### src/vpf_pkg.sv
// Package for the vertical/point/flick detector.
// Sizes, register indexes, controller states and the control/status structs.
// No dependencies.
`timescale 1ns / 1ps

package vpf_pkg;

  localparam int MAX_HISTORY = 8;
  localparam int ZONE_BITS   = 4;
  localparam int TIME_W      = 32;
  localparam int SECS_W      = 8;
  localparam int LEN_W       = 4;
  localparam int CNT_W       = $clog2(MAX_HISTORY + 1);
  localparam int IDX_W       = $clog2(MAX_HISTORY);
  localparam int EL_W        = (LEN_W > CNT_W) ? LEN_W : CNT_W;
  localparam int YC_W        = ((ZONE_BITS > CNT_W) ? ZONE_BITS : CNT_W) + 1;
  localparam int IN_BITS     = 2 * ZONE_BITS + TIME_W;
  localparam int IN_W        = ((IN_BITS + 7) / 8) * 8;
  localparam int OUT_W       = 8;
  localparam int CFG_IDX_W   = 2;
  localparam int CFG_DATA_W  = SECS_W;

  typedef enum logic [CFG_IDX_W-1:0] {
    REG_HISTORY_LEN = 2'd0,
    REG_VERT_WIN    = 2'd1,
    REG_POINT_HOLD  = 2'd2,
    REG_FLICK_WIN   = 2'd3
  } cfg_reg_t;

  typedef enum logic [1:0] {
    ST_IDLE   = 2'd0,
    ST_UPDATE = 2'd1,
    ST_CHECK  = 2'd2
  } state_t;

  typedef struct packed {
    logic capture;
    logic update;
    logic check;
  } dp_cmd_t;

  typedef struct packed {
    logic out_stall;
  } dp_status_t;

endpackage

### src/vpf_ctrl.sv
// Controller for the detector: sequences capture, history update and flag check.
// Depends on vpf_pkg.
`timescale 1ns / 1ps

module vpf_ctrl (
  input  logic               clk,
  input  logic               rst_n,
  input  logic               in_tvalid,
  output logic               in_tready,
  input  vpf_pkg::dp_status_t status,
  output vpf_pkg::dp_cmd_t    cmd
);

  vpf_pkg::state_t state_r, state_nxt;

  always_ff @(posedge clk) begin
    if (!rst_n) begin
      state_r <= vpf_pkg::ST_IDLE;
    end else begin
      state_r <= state_nxt;
    end
  end

  always_comb begin
    state_nxt   = state_r;
    in_tready   = 1'b0;
    cmd         = '0;
    unique case (state_r)
      vpf_pkg::ST_IDLE: begin
        in_tready = 1'b1;
        if (in_tvalid) begin
          cmd.capture = 1'b1;
          state_nxt   = vpf_pkg::ST_UPDATE;
        end
      end
      vpf_pkg::ST_UPDATE: begin
        cmd.update = 1'b1;
        state_nxt  = vpf_pkg::ST_CHECK;
      end
      vpf_pkg::ST_CHECK: begin
        if (!status.out_stall) begin
          cmd.check = 1'b1;
          state_nxt = vpf_pkg::ST_IDLE;
        end
      end
      default: state_nxt = vpf_pkg::ST_IDLE;
    endcase
  end

endmodule

### src/vpf_datapath.sv
// Datapath: configuration registers, zone history shift line, gesture checks
// and the output register. Depends on vpf_pkg.
`timescale 1ns / 1ps

module vpf_datapath (
  input  logic                              clk,
  input  logic                              rst_n,
  input  logic                              cfg_we,
  input  logic [vpf_pkg::CFG_IDX_W-1:0]     cfg_index,
  input  logic [vpf_pkg::CFG_DATA_W-1:0]    cfg_wdata,
  input  logic [vpf_pkg::IN_W-1:0]          in_tdata,
  input  vpf_pkg::dp_cmd_t                  cmd,
  output vpf_pkg::dp_status_t               status,
  output logic                              out_tvalid,
  input  logic                              out_tready,
  output logic [vpf_pkg::OUT_W-1:0]         out_tdata
);

  localparam int ZB = vpf_pkg::ZONE_BITS;
  localparam int TW = vpf_pkg::TIME_W;
  localparam int MH = vpf_pkg::MAX_HISTORY;

  logic [vpf_pkg::LEN_W-1:0]  hist_len_r;
  logic [vpf_pkg::SECS_W-1:0] vert_win_r, point_hold_r, flick_win_r;

  always_ff @(posedge clk) begin
    if (!rst_n) begin
      hist_len_r   <= vpf_pkg::LEN_W'(5);
      vert_win_r   <= vpf_pkg::SECS_W'(3);
      point_hold_r <= vpf_pkg::SECS_W'(3);
      flick_win_r  <= vpf_pkg::SECS_W'(2);
    end else if (cfg_we) begin
      unique case (vpf_pkg::cfg_reg_t'(cfg_index))
        vpf_pkg::REG_HISTORY_LEN: hist_len_r   <= cfg_wdata[vpf_pkg::LEN_W-1:0];
        vpf_pkg::REG_VERT_WIN:    vert_win_r   <= cfg_wdata;
        vpf_pkg::REG_POINT_HOLD:  point_hold_r <= cfg_wdata;
        vpf_pkg::REG_FLICK_WIN:   flick_win_r  <= cfg_wdata;
        default: ;
      endcase
    end
  end

  // captured item
  logic [ZB-1:0] zx_r, zy_r;
  logic [TW-1:0] now_r;

  always_ff @(posedge clk) begin
    if (cmd.capture) begin
      zx_r  <= in_tdata[ZB-1:0];
      zy_r  <= in_tdata[2*ZB-1:ZB];
      now_r <= in_tdata[2*ZB+TW-1:2*ZB];
    end
  end

  // history, newest at index 0
  logic [ZB-1:0] hx_r [MH];
  logic [ZB-1:0] hy_r [MH];
  logic [TW-1:0] hs_r [MH];
  logic [TW-1:0] he_r [MH];
  logic [vpf_pkg::CNT_W-1:0] count_r;

  logic [vpf_pkg::CNT_W-1:0] eff_len;
  always_comb begin
    if (hist_len_r == '0) begin
      eff_len = vpf_pkg::CNT_W'(1);
    end else if (vpf_pkg::EL_W'(hist_len_r) > vpf_pkg::EL_W'(MH)) begin
      eff_len = vpf_pkg::CNT_W'(MH);
    end else begin
      eff_len = vpf_pkg::CNT_W'(hist_len_r);
    end
  end

  logic none_seen, same_zone, grow;
  assign none_seen = (zx_r == '0) && (zy_r == '0);
  assign same_zone = (zx_r == hx_r[0]) && (zy_r == hy_r[0]);
  assign grow      = (count_r < eff_len) && (count_r < vpf_pkg::CNT_W'(MH));

  always_ff @(posedge clk) begin
    if (!rst_n) begin
      count_r <= vpf_pkg::CNT_W'(1);
      for (int i = 0; i < MH; i++) begin
        hx_r[i] <= '0;
        hy_r[i] <= '0;
        hs_r[i] <= '0;
        he_r[i] <= '0;
      end
    end else if (cmd.update && !none_seen) begin
      if (same_zone) begin
        he_r[0] <= now_r;
      end else begin
        for (int i = 1; i < MH; i++) begin
          hx_r[i] <= hx_r[i-1];
          hy_r[i] <= hy_r[i-1];
          hs_r[i] <= hs_r[i-1];
          he_r[i] <= he_r[i-1];
        end
        hx_r[0] <= zx_r;
        hy_r[0] <= zy_r;
        hs_r[0] <= now_r;
        he_r[0] <= now_r;
        if (grow) count_r <= count_r + vpf_pkg::CNT_W'(1);
      end
    end
  end

  // gesture checks
  logic [vpf_pkg::CNT_W-1:0] last_cnt;
  logic [TW-1:0]             vert_span, point_span, flick_span;
  logic                      full, rows_ok, vert_ok, point_ok, flick_ok;

  assign last_cnt   = count_r - vpf_pkg::CNT_W'(1);
  assign full       = (count_r == eff_len);
  assign vert_span  = he_r[0] - he_r[last_cnt[vpf_pkg::IDX_W-1:0]];
  assign point_span = he_r[0] - hs_r[0];
  assign flick_span = he_r[0] - he_r[2];

  always_comb begin
    rows_ok = 1'b1;
    for (int j = 0; j < MH; j++) begin
      if (vpf_pkg::CNT_W'(j) < count_r) begin
        if (vpf_pkg::YC_W'(hy_r[j]) != (vpf_pkg::YC_W'(count_r) - vpf_pkg::YC_W'(j)))
          rows_ok = 1'b0;
        if (hx_r[j] != hx_r[0]) rows_ok = 1'b0;
      end
    end
  end

  assign vert_ok  = full && rows_ok && (vert_span < TW'(vert_win_r));
  assign point_ok = (point_span >= TW'(point_hold_r));
  assign flick_ok = full && (count_r >= vpf_pkg::CNT_W'(3))
                    && (flick_span < TW'(flick_win_r))
                    && (hx_r[2] == hx_r[0]) && (hy_r[2] == hy_r[0])
                    && (hx_r[1] == hx_r[2])
                    && ((vpf_pkg::YC_W'(hy_r[1]) + vpf_pkg::YC_W'(1)) == vpf_pkg::YC_W'(hy_r[2]));

  // output register
  logic       out_valid_r;
  logic [2:0] flags_r;

  always_ff @(posedge clk) begin
    if (!rst_n) begin
      out_valid_r <= 1'b0;
    end else if (cmd.check) begin
      out_valid_r <= 1'b1;
    end else if (out_tready) begin
      out_valid_r <= 1'b0;
    end
  end

  always_ff @(posedge clk) begin
    if (cmd.check) flags_r <= {flick_ok, point_ok, vert_ok};
  end

  assign status.out_stall = out_valid_r && !out_tready;
  assign out_tvalid       = out_valid_r;
  assign out_tdata        = {(vpf_pkg::OUT_W - 3)'(0), flags_r};

  a_count_range: assert property (@(posedge clk) disable iff (!rst_n)
    (count_r >= vpf_pkg::CNT_W'(1)) && (count_r <= vpf_pkg::CNT_W'(MH)))
    else $error("history count out of range");

  a_count_only_on_update: assert property (@(posedge clk) disable iff (!rst_n)
    !cmd.update |=> $stable(count_r))
    else $error("history count moved outside an update");

  a_out_from_check: assert property (@(posedge clk) disable iff (!rst_n)
    $rose(out_valid_r) |-> $past(cmd.check))
    else $error("result raised without a check");

  a_no_overwrite: assert property (@(posedge clk) disable iff (!rst_n)
    cmd.check |-> !(out_valid_r && !out_tready))
    else $error("result overwritten while stalled");

endmodule

### src/vertical_point_flick_detector.sv
// Top level of the vertical/point/flick gesture detector.
// Joins vpf_ctrl and vpf_datapath; depends on vpf_pkg.
//
// Usage:
//   in_*  : one item per camera frame. in_tdata = zone_x [3:0], zone_y [7:4],
//           now_secs [39:8]. Zone (0,0) leaves the history unchanged.
//   out_* : one result per item. out_tdata = vertical_seen [0], point_seen [1],
//           flick_seen [2], zeros above.
//   cfg_* : write port, index 0 history_len, 1 vertical window, 2 point hold,
//           3 flick window. The user writes only while idle; not enforced.
// Sequence: the controller takes an item in the idle state, updates the history
//   in the update state and checks and registers the flags in the check state,
//   which waits while the output register holds a stalled result; out_tvalid
//   rises as the flags are registered. No new item is taken until the check.
// Reset: history holds a single entry at zone (0,0) with times 0, registers
//   take their reset values, no result is pending.
// Stall: a result waits in the output register; the next item is accepted
//   and updated meanwhile, and the check waits until the register frees.
`timescale 1ns / 1ps

module vertical_point_flick_detector (
  input  logic                           clk,
  input  logic                           rst_n,
  input  logic                           in_tvalid,
  output logic                           in_tready,
  input  logic [vpf_pkg::IN_W-1:0]       in_tdata,   // zone_x, zone_y, now_secs
  output logic                           out_tvalid,
  input  logic                           out_tready,
  output logic [vpf_pkg::OUT_W-1:0]      out_tdata,  // vertical, point, flick, pad
  input  logic                           cfg_we,
  input  logic [vpf_pkg::CFG_IDX_W-1:0]  cfg_index,
  input  logic [vpf_pkg::CFG_DATA_W-1:0] cfg_wdata
);

  vpf_pkg::dp_cmd_t    cmd;
  vpf_pkg::dp_status_t status;

  vpf_ctrl u_ctrl (
    .clk       (clk),
    .rst_n     (rst_n),
    .in_tvalid (in_tvalid),
    .in_tready (in_tready),
    .status    (status),
    .cmd       (cmd)
  );

  vpf_datapath u_dp (
    .clk        (clk),
    .rst_n      (rst_n),
    .cfg_we     (cfg_we),
    .cfg_index  (cfg_index),
    .cfg_wdata  (cfg_wdata),
    .in_tdata   (in_tdata),
    .cmd        (cmd),
    .status     (status),
    .out_tvalid (out_tvalid),
    .out_tready (out_tready),
    .out_tdata  (out_tdata)
  );

endmodule

### config.mk
export PLATFORM = sky130hd
export DESIGN_NAME = vertical_point_flick_detector
export DESIGN_NICKNAME = d
export VERILOG_FILES = /design/src/vpf_pkg.sv /design/src/vpf_ctrl.sv /design/src/vpf_datapath.sv /design/src/vertical_point_flick_detector.sv
export SDC_FILE = /design/constraint.sdc
export NUM_CORES = 1
export LEC_CHECK = 0
export CORE_MARGIN = 2
export CORE_UTILIZATION = 60
export DETAILED_ROUTE_END_ITERATION = 10
export DONT_BUFFER_PORTS = 1
export PLACE_DENSITY = 0.77
export SYNTH_ARGS = -nofsm -noshare
export SYNTH_HDL_FRONTEND = slang
export SYNTH_HIERARCHICAL = 1
export SYNTH_SLANG_ARGS = --single-unit
### constraint.sdc
create_clock -name clk -period 8.8 [get_ports clk]
set_input_delay 1.76 -clock clk [delete_from_list [all_inputs] [get_ports clk]]
set_output_delay 1.76 -clock clk [all_outputs]
set_load 0.05 [all_outputs]
### Word level (Yosys, flattened, before mapping)

Memories as Yosys holds them, arrays and structs flattened.
Cells that the tools add are included.

* register bits: 78
* RAM bits: 576
* bits of input ports: 55
* output and inout bits: 10
* word-level logic and storage cells: 211
* memories kept: 4

* add/subtract/negate cells: 13
* order comparisons: 15
* equality and inequality tests: 29
* mux-type cells: 78
* bitwise logic cells: 34
* reductions and logical operators: 27

Memory list
* u_dp.he_r: depth 8, bits a word 32, read ports 8, clocked after Yosys merged registers in 0, wr ports 8, RTL line vpf_datapath.sv:59 `logic [TW-1:0] he_r [MH];`
* u_dp.hs_r: depth 8, bits a word 32, read ports 7, clocked after Yosys merged registers in 0, wr ports 8, RTL line vpf_datapath.sv:58 `logic [TW-1:0] hs_r [MH];`
* u_dp.hx_r: depth 8, bits a word 4, read ports 8, clocked after Yosys merged registers in 0, wr ports 8, RTL line vpf_datapath.sv:56 `logic [ZB-1:0] hx_r [MH];`
* u_dp.hy_r: depth 8, bits a word 4, read ports 8, clocked after Yosys merged registers in 0, wr ports 8, RTL line vpf_datapath.sv:57 `logic [ZB-1:0] hy_r [MH];`

Operators with widths (count)
* 2-to-1 mux 32 bit: 17
* subtractor 32 bit: 3
* 2-to-1 mux 4 bit: 18
* less-than comparator 32 x 8 -> 1 bit: 2
* 2-to-1 mux 1 bit: 40
* inequality test 4 x 5 -> 1 bit: 7
* bitwise OR 1 bit: 33
* >= comparator 32 x 8 -> 1 bit: 1
* inequality test 4 bit: 8
* equality test 4 bit: 6
* subtractor 4 x 3 -> 5 bit, second input constant: 4
* less-than comparator 3 x 4 -> 1 bit, first input constant: 4
* logical AND 1 bit: 13
* logical NOT 4 bit: 3
* AND reduction 2 bit: 5
* subtractor 4 x 2 -> 5 bit, second input constant: 2
* less-than comparator 1 x 4 -> 1 bit, first input constant: 2
* less-than comparator 2 x 4 -> 1 bit, first input constant: 2
* equality test 2 bit, second input constant: 3
* one-hot mux 2 bit (3 select lines): 1
* adder 4 x 1 -> 5 bit, second input constant: 1
* equality test 5 x 4 -> 1 bit: 1
* subtractor 4 x 1 -> 5 bit, second input constant: 1
* adder 4 x 1 -> 4 bit, second input constant: 1
* 13 further kinds: 18

### Depth between registers and ports, before layout

An unclocked memory read counts as a cell.

* depth in word-level cells: 27
* mapped depth: 26
* mapped depth without buffers: 21

### By module

The synthesis kept the hierarchy.

Modules (own cells, without submodules)
* vpf_datapath: times used 1, cells each 2155, area each 24217.0 um^2, sequential area each 11721.2 um^2
* vpf_ctrl: times used 1, cells each 10, area each 93.8 um^2, sequential area each 40.0 um^2

### Least setup slack after synthesis

OpenSTA, ideal clock, no wires.

* path type: input to register
* start: input port rst_n
* end: memory u_dp/he_r[1][0] (netlist bit) (enable)
* setup time: 0.590 ns
* arrival: 6.879 ns
* required time: 8.210 ns
* path slack: 1.331 ns
* stages on the path: 4
* path buffers: 2
* cell sequence: nor2b_1 > clkbuf_1 > clkbuf_1 > inv_1

RTL lines
* start: declaration: RTL line vertical_point_flick_detector.sv:23 `input logic rst_n,`
* end: declaration: RTL line vpf_datapath.sv:59

### Worst setup path in the final report

* start: register u_dp/count_r[1] (netlist bit)
* end: register u_dp.flags_r[0], data pin

* cells in the longest elaborated chain, start to end: 26
* elaborated cells between the ends (all ways): 53
* those cells by class: 9 x add/sub; 9 x order compare; 9 x eq/ne; 23 x mux; 2 x reduce/logical; 1 x memory

Ends and longest elaborated chain
* start: declaration: RTL line vpf_datapath.sv:60 `logic [vpf_pkg::CNT_W-1:0] count_r;`
* start signal: assignment: RTL line vpf_datapath.sv:80 `count_r <= vpf_pkg::CNT_W'(1);`
* start signal: assignment: RTL line vpf_datapath.sv:101 `if (grow) count_r <= count_r + vpf_pkg::CNT_W'(1);`
* branches (longest 25 deep; another with subtractor 4 x 1 -> 5 bit)
* logical AND 1 bit *: RTL line vpf_datapath.sv:128 `assign vert_ok = full && rows_ok && (vert_span < TW'(vert_win_r));`
* via u_dp.vert_ok: RTL line vpf_datapath.sv:109 `logic full, rows_ok, vert_ok, point_ok, flick_ok;`
* end signal: assignment: RTL line vpf_datapath.sv:151 `if (cmd.check) flags_r <= {flick_ok, point_ok, vert_ok};`
* end: declaration: RTL line vpf_datapath.sv:138 `logic [2:0] flags_r;`

Mark *: on every way through the listed nets, which the timed path passes.
A chain may end at the register's enable or synchronous reset.

==> metrics.md <==
| Metric | Value |
|---|---|
| Initial Utilization | 61.05% |
| Post-route total power | 5480 uW |
| Worst-path clk slew | roughly 0.060 ns |
| CTS root buf | clkbuf_16 |
| TritonRoute pass-1 iters | 6 |
| CP arrival | approximately 6.7 ns |
| CP Launch Type | register |
| Most frequent CP cell | a2111oi_0 |
| Slew Limit Fails | 0 |
| GR Util All Layers | 27.43% |
| First-pass GRT wire length | 89.27 mm |
| Die area | roughly 42000 sq um |
| Hold path startpoint | u_dp/point_hold_r[3] |
| Gpl congestion | between 0.9 and 1 |
| Clock group share of total power | between 30% and 40% |
| Slew Limit Headroom | about a quarter |
| Area delta synth->final | 7.329% |
| Minimum clock period | 6.330 ns |
| Critical path class | register to register |
| Yosys reg bits | 430 |
| Post-CTS Resized | 0 |
| # DRC | 0 |
| Overflow after GRT | 0 |
| Worst skew pair latency | ~0.6 ns |
| Avg Cell Area, Syn | approximately 11 sq um |
| Avg WL per Cell | approximately 21 um |
| TNS Setup | 0 ns |
| Via density | around 6.2 |
| Switching pwr | ~1600 uW |
| # Max-Cap Violations | 0 |
| Internal Dissipation | around 3800 uW |
| Sequential area share after synthesis | between 40% and 50% |
| CTS sink count | 430 |
| Postcts setup bufs | 0 |
| Vias in the first global route | approximately 16000 |
| R2r startpoint | u_dp/count_r[1] |
| Status | completed |
| Logic gate share of total power | a little under a quarter |
| Post-CTS Hold Fix Bufs | 0 |
| Horiz. Die Dim | 205.3 um |
| Num ports | between 60 and 70 |
| Final Setup Violations | 0 |
| Power Density | around 210 nW/um^2 |
| Hold Fails Final Rpt | 0 |
| Unrepaired setup endpoints after global routing | no |
| Worst-path cell with the longest stage delay | ha_4 |
| Largest net degree at the start of global routing | 125 |
| H-tree depth | 2 |
| Num CTS Buffers | between 40 and 50 |
| Crit Path Max Fanout | 35 |
| Crit share post-route | 71.93% |
| DR iter-0 viols | roughly 1400 |
| Site Rows | between 70 and 80 |
| Ys flop type | edfxtp_1 |
| Fin util | 65.52% |
| Die height | slightly above 200 um |
| Post-DRT Antenna Nets | 0 |
| Share of cells above drive strength 1 | roughly 7.6% |
| Synthesized instance count | 2165 |
| Cell Area, Synth | roughly 24000 sq um |
| Initial antenna violation count | 0 |
| Critical Path RT | 9.14 ns |
| Netlist cell types | 82 |
| CTS tree | yes |
| CTS max path bufs | 3 |
| PortBufs | 0 |
| WL final | approximately 57 mm |
| Commonest non-fill, non-tap cells in the layout | 315 x edfxtp_1, 249 x and2_1, 139 x nand2_1 |
| Core Area | 39820 sq um |
| Clock Skew | about 0.026 ns |
| CP Cell Sequence | inv_1 > ha_4 > buf_4 > mux4_2 > mux2i_1 > ha_1 > xor2_1 > ha_1 > a2111oi_0 > o2111ai_1 > a2111oi_0 > nand4_1 > or4_1 > nor4_1 > o2111ai_1 > a2111oi_0 |
| Critical Path Sink Type | register |
| Maximum VDD drop | between 0.0002 and 0.00025 V |
| LEAKAGE | 0.01000 uW |
| Yosys warning count | 6 |
| Switch share | about 30% |
| Commonest non-fill, non-tap cell in the layout | edfxtp_1 |
| Min-Delay Path Class | register to register |
| Filler Cells Inserted | approximately 3100 |
| Post-DP HPWL | roughly 40 mm |
| Post-synth ARST share | 0% |
| Least-Margin Pin Slew | ~1.1 ns |
| Fmax achieved | 0.1580 GHz |
| EDFF count, synth | 315 |
| Nets@finish | ~2300 |
| Setup crit start | u_dp/count_r[1] |
| Vias | approximately 17000 |
| Max incr delay on CP | between 0.7 and 0.8 ns |
| Flop pwr share | 43.8% |
power groups by stage:
stage | Combinational [uW] | Sequential [uW] | Clock [uW]
6_report | 1270 | 2400 | 1810
3_5_place_dp | 1250 | 2440 | 0
3_3_place_gp | 1240 | 2430 | 0
4_1_cts | 1260 | 2400 | 1850
2_1_floorplan | 968 | 2400 | 0
5_1_grt | 1390 | 2410 | 1920
worst paths after layout:
check / cells past startpoint / endpoint / slack [ns]
setup / recovery: 16 / u_dp/flags_r[0] / 2.47
hold / removal: 2 / u_dp/point_hold_r[3] / 0.47
hold reg to reg: 2 / u_dp/point_hold_r[3] / 0.47
setup reg to reg: 16 / u_dp/flags_r[0] / 2.47
state kept, by name (all words and copies together), names as in the netlist:
name               cells
u_dp/hs_r             32
u_dp/point_hold_r      8
u_dp/flick_win_r       8
u_dp/flags_r           3
u_dp/hx_r             32
u_dp/zx_r              4
u_dp/zy_r              4
u_ctrl/state_r         2
u_dp/he_r            256
u_dp/hy_r             32
u_dp/count_r           4
u_dp/hist_len_r        4
u_dp/vert_win_r        8
u_dp/out_tvalid        1
u_dp/now_r            32
cell type report:
class	instances	area (sq um)	share of cell area, %
Inverter	119	454.2	1.741
Tap cell	525	656.9	2.518
Clock inverter	22	192.7	0.7385
Antenna cell	1	2.502	0.009590
Clock buffer	62	1230	4.714
Sequential cell	430	11770	45.09
Multi-Input combinational cell	1505	11710	44.87
Timing Repair Buffer	11	82.58	0.3165
cells by family (layout without fill, tap and decap cells):
group           after synthesis  after routing  share of synthesized area [%]
simple gates                678            678                          15.09
xor+xnor                    133            133                          4.792
other cells                   1              6                        0.01543
flops                       430            430                          48.38
fa+ha+maj                   137            137                          7.144
mux                         112            112                          7.941
buf+inv                     234            214                          3.726
compound gates              440            440                          12.91
stage by stage:
step	instance area [sq um]	hold slack [ns]	setup slack, ns	std cells
after floorplan	24330	0.4357	1.331	2169
after global placement	24670	0.4503	2.660	2590
after detailed placement	24670	0.4557	2.584	2590
after CTS	26090	0.4717	2.557	2674
after global routing	26090	0.4815	1.918	2674
final	26090	0.4660	2.470	2675
layer usage:
metal | global-route usage, % | routed length [um]
met1 | 38.47 | 25270
met2 | 43.24 | 25990
met3 | 4.704 | 3772
met4 | 9.789 | 1859
met5 | 0 | 0
cells in the mapped netlist (30+ instances only):
cell	instances	area share, %
edfxtp_1	315	39
and2_1	249	6.4
nand2_1	139	2.1
ha_1	134	6.9
inv_1	116	1.8
dfxtp_1	115	9.5
a21oi_1	96	2.0
xnor2_1	91	3.3
clkbuf_1	89	1.4
nor2_1	85	1.3
a22o_1	80	2.9
mux4_2	63	5.8
o21ai_0	47	0.97
mux2i_1	44	1.8
xor2_1	42	1.5
and3_1	41	1.1
nand3_1	34	0.70
nand4_1	30	0.77
worst max-delay path, delay by kind of cell, from the launching register on:
family / cells / cell delay (ns)
muxes: 2 / 0.75
xor gates and xnor gates: 1 / 0.19
adders and majority gates: 3 / 1.24
and+or+nand+nor: 3 / 0.94
buffers and inverters: 2 / 0.92
AOI/OAI and AO/OA: 5 / 1.32
DFF: 1 / 0.65
(Power assumes the default switching activity.)
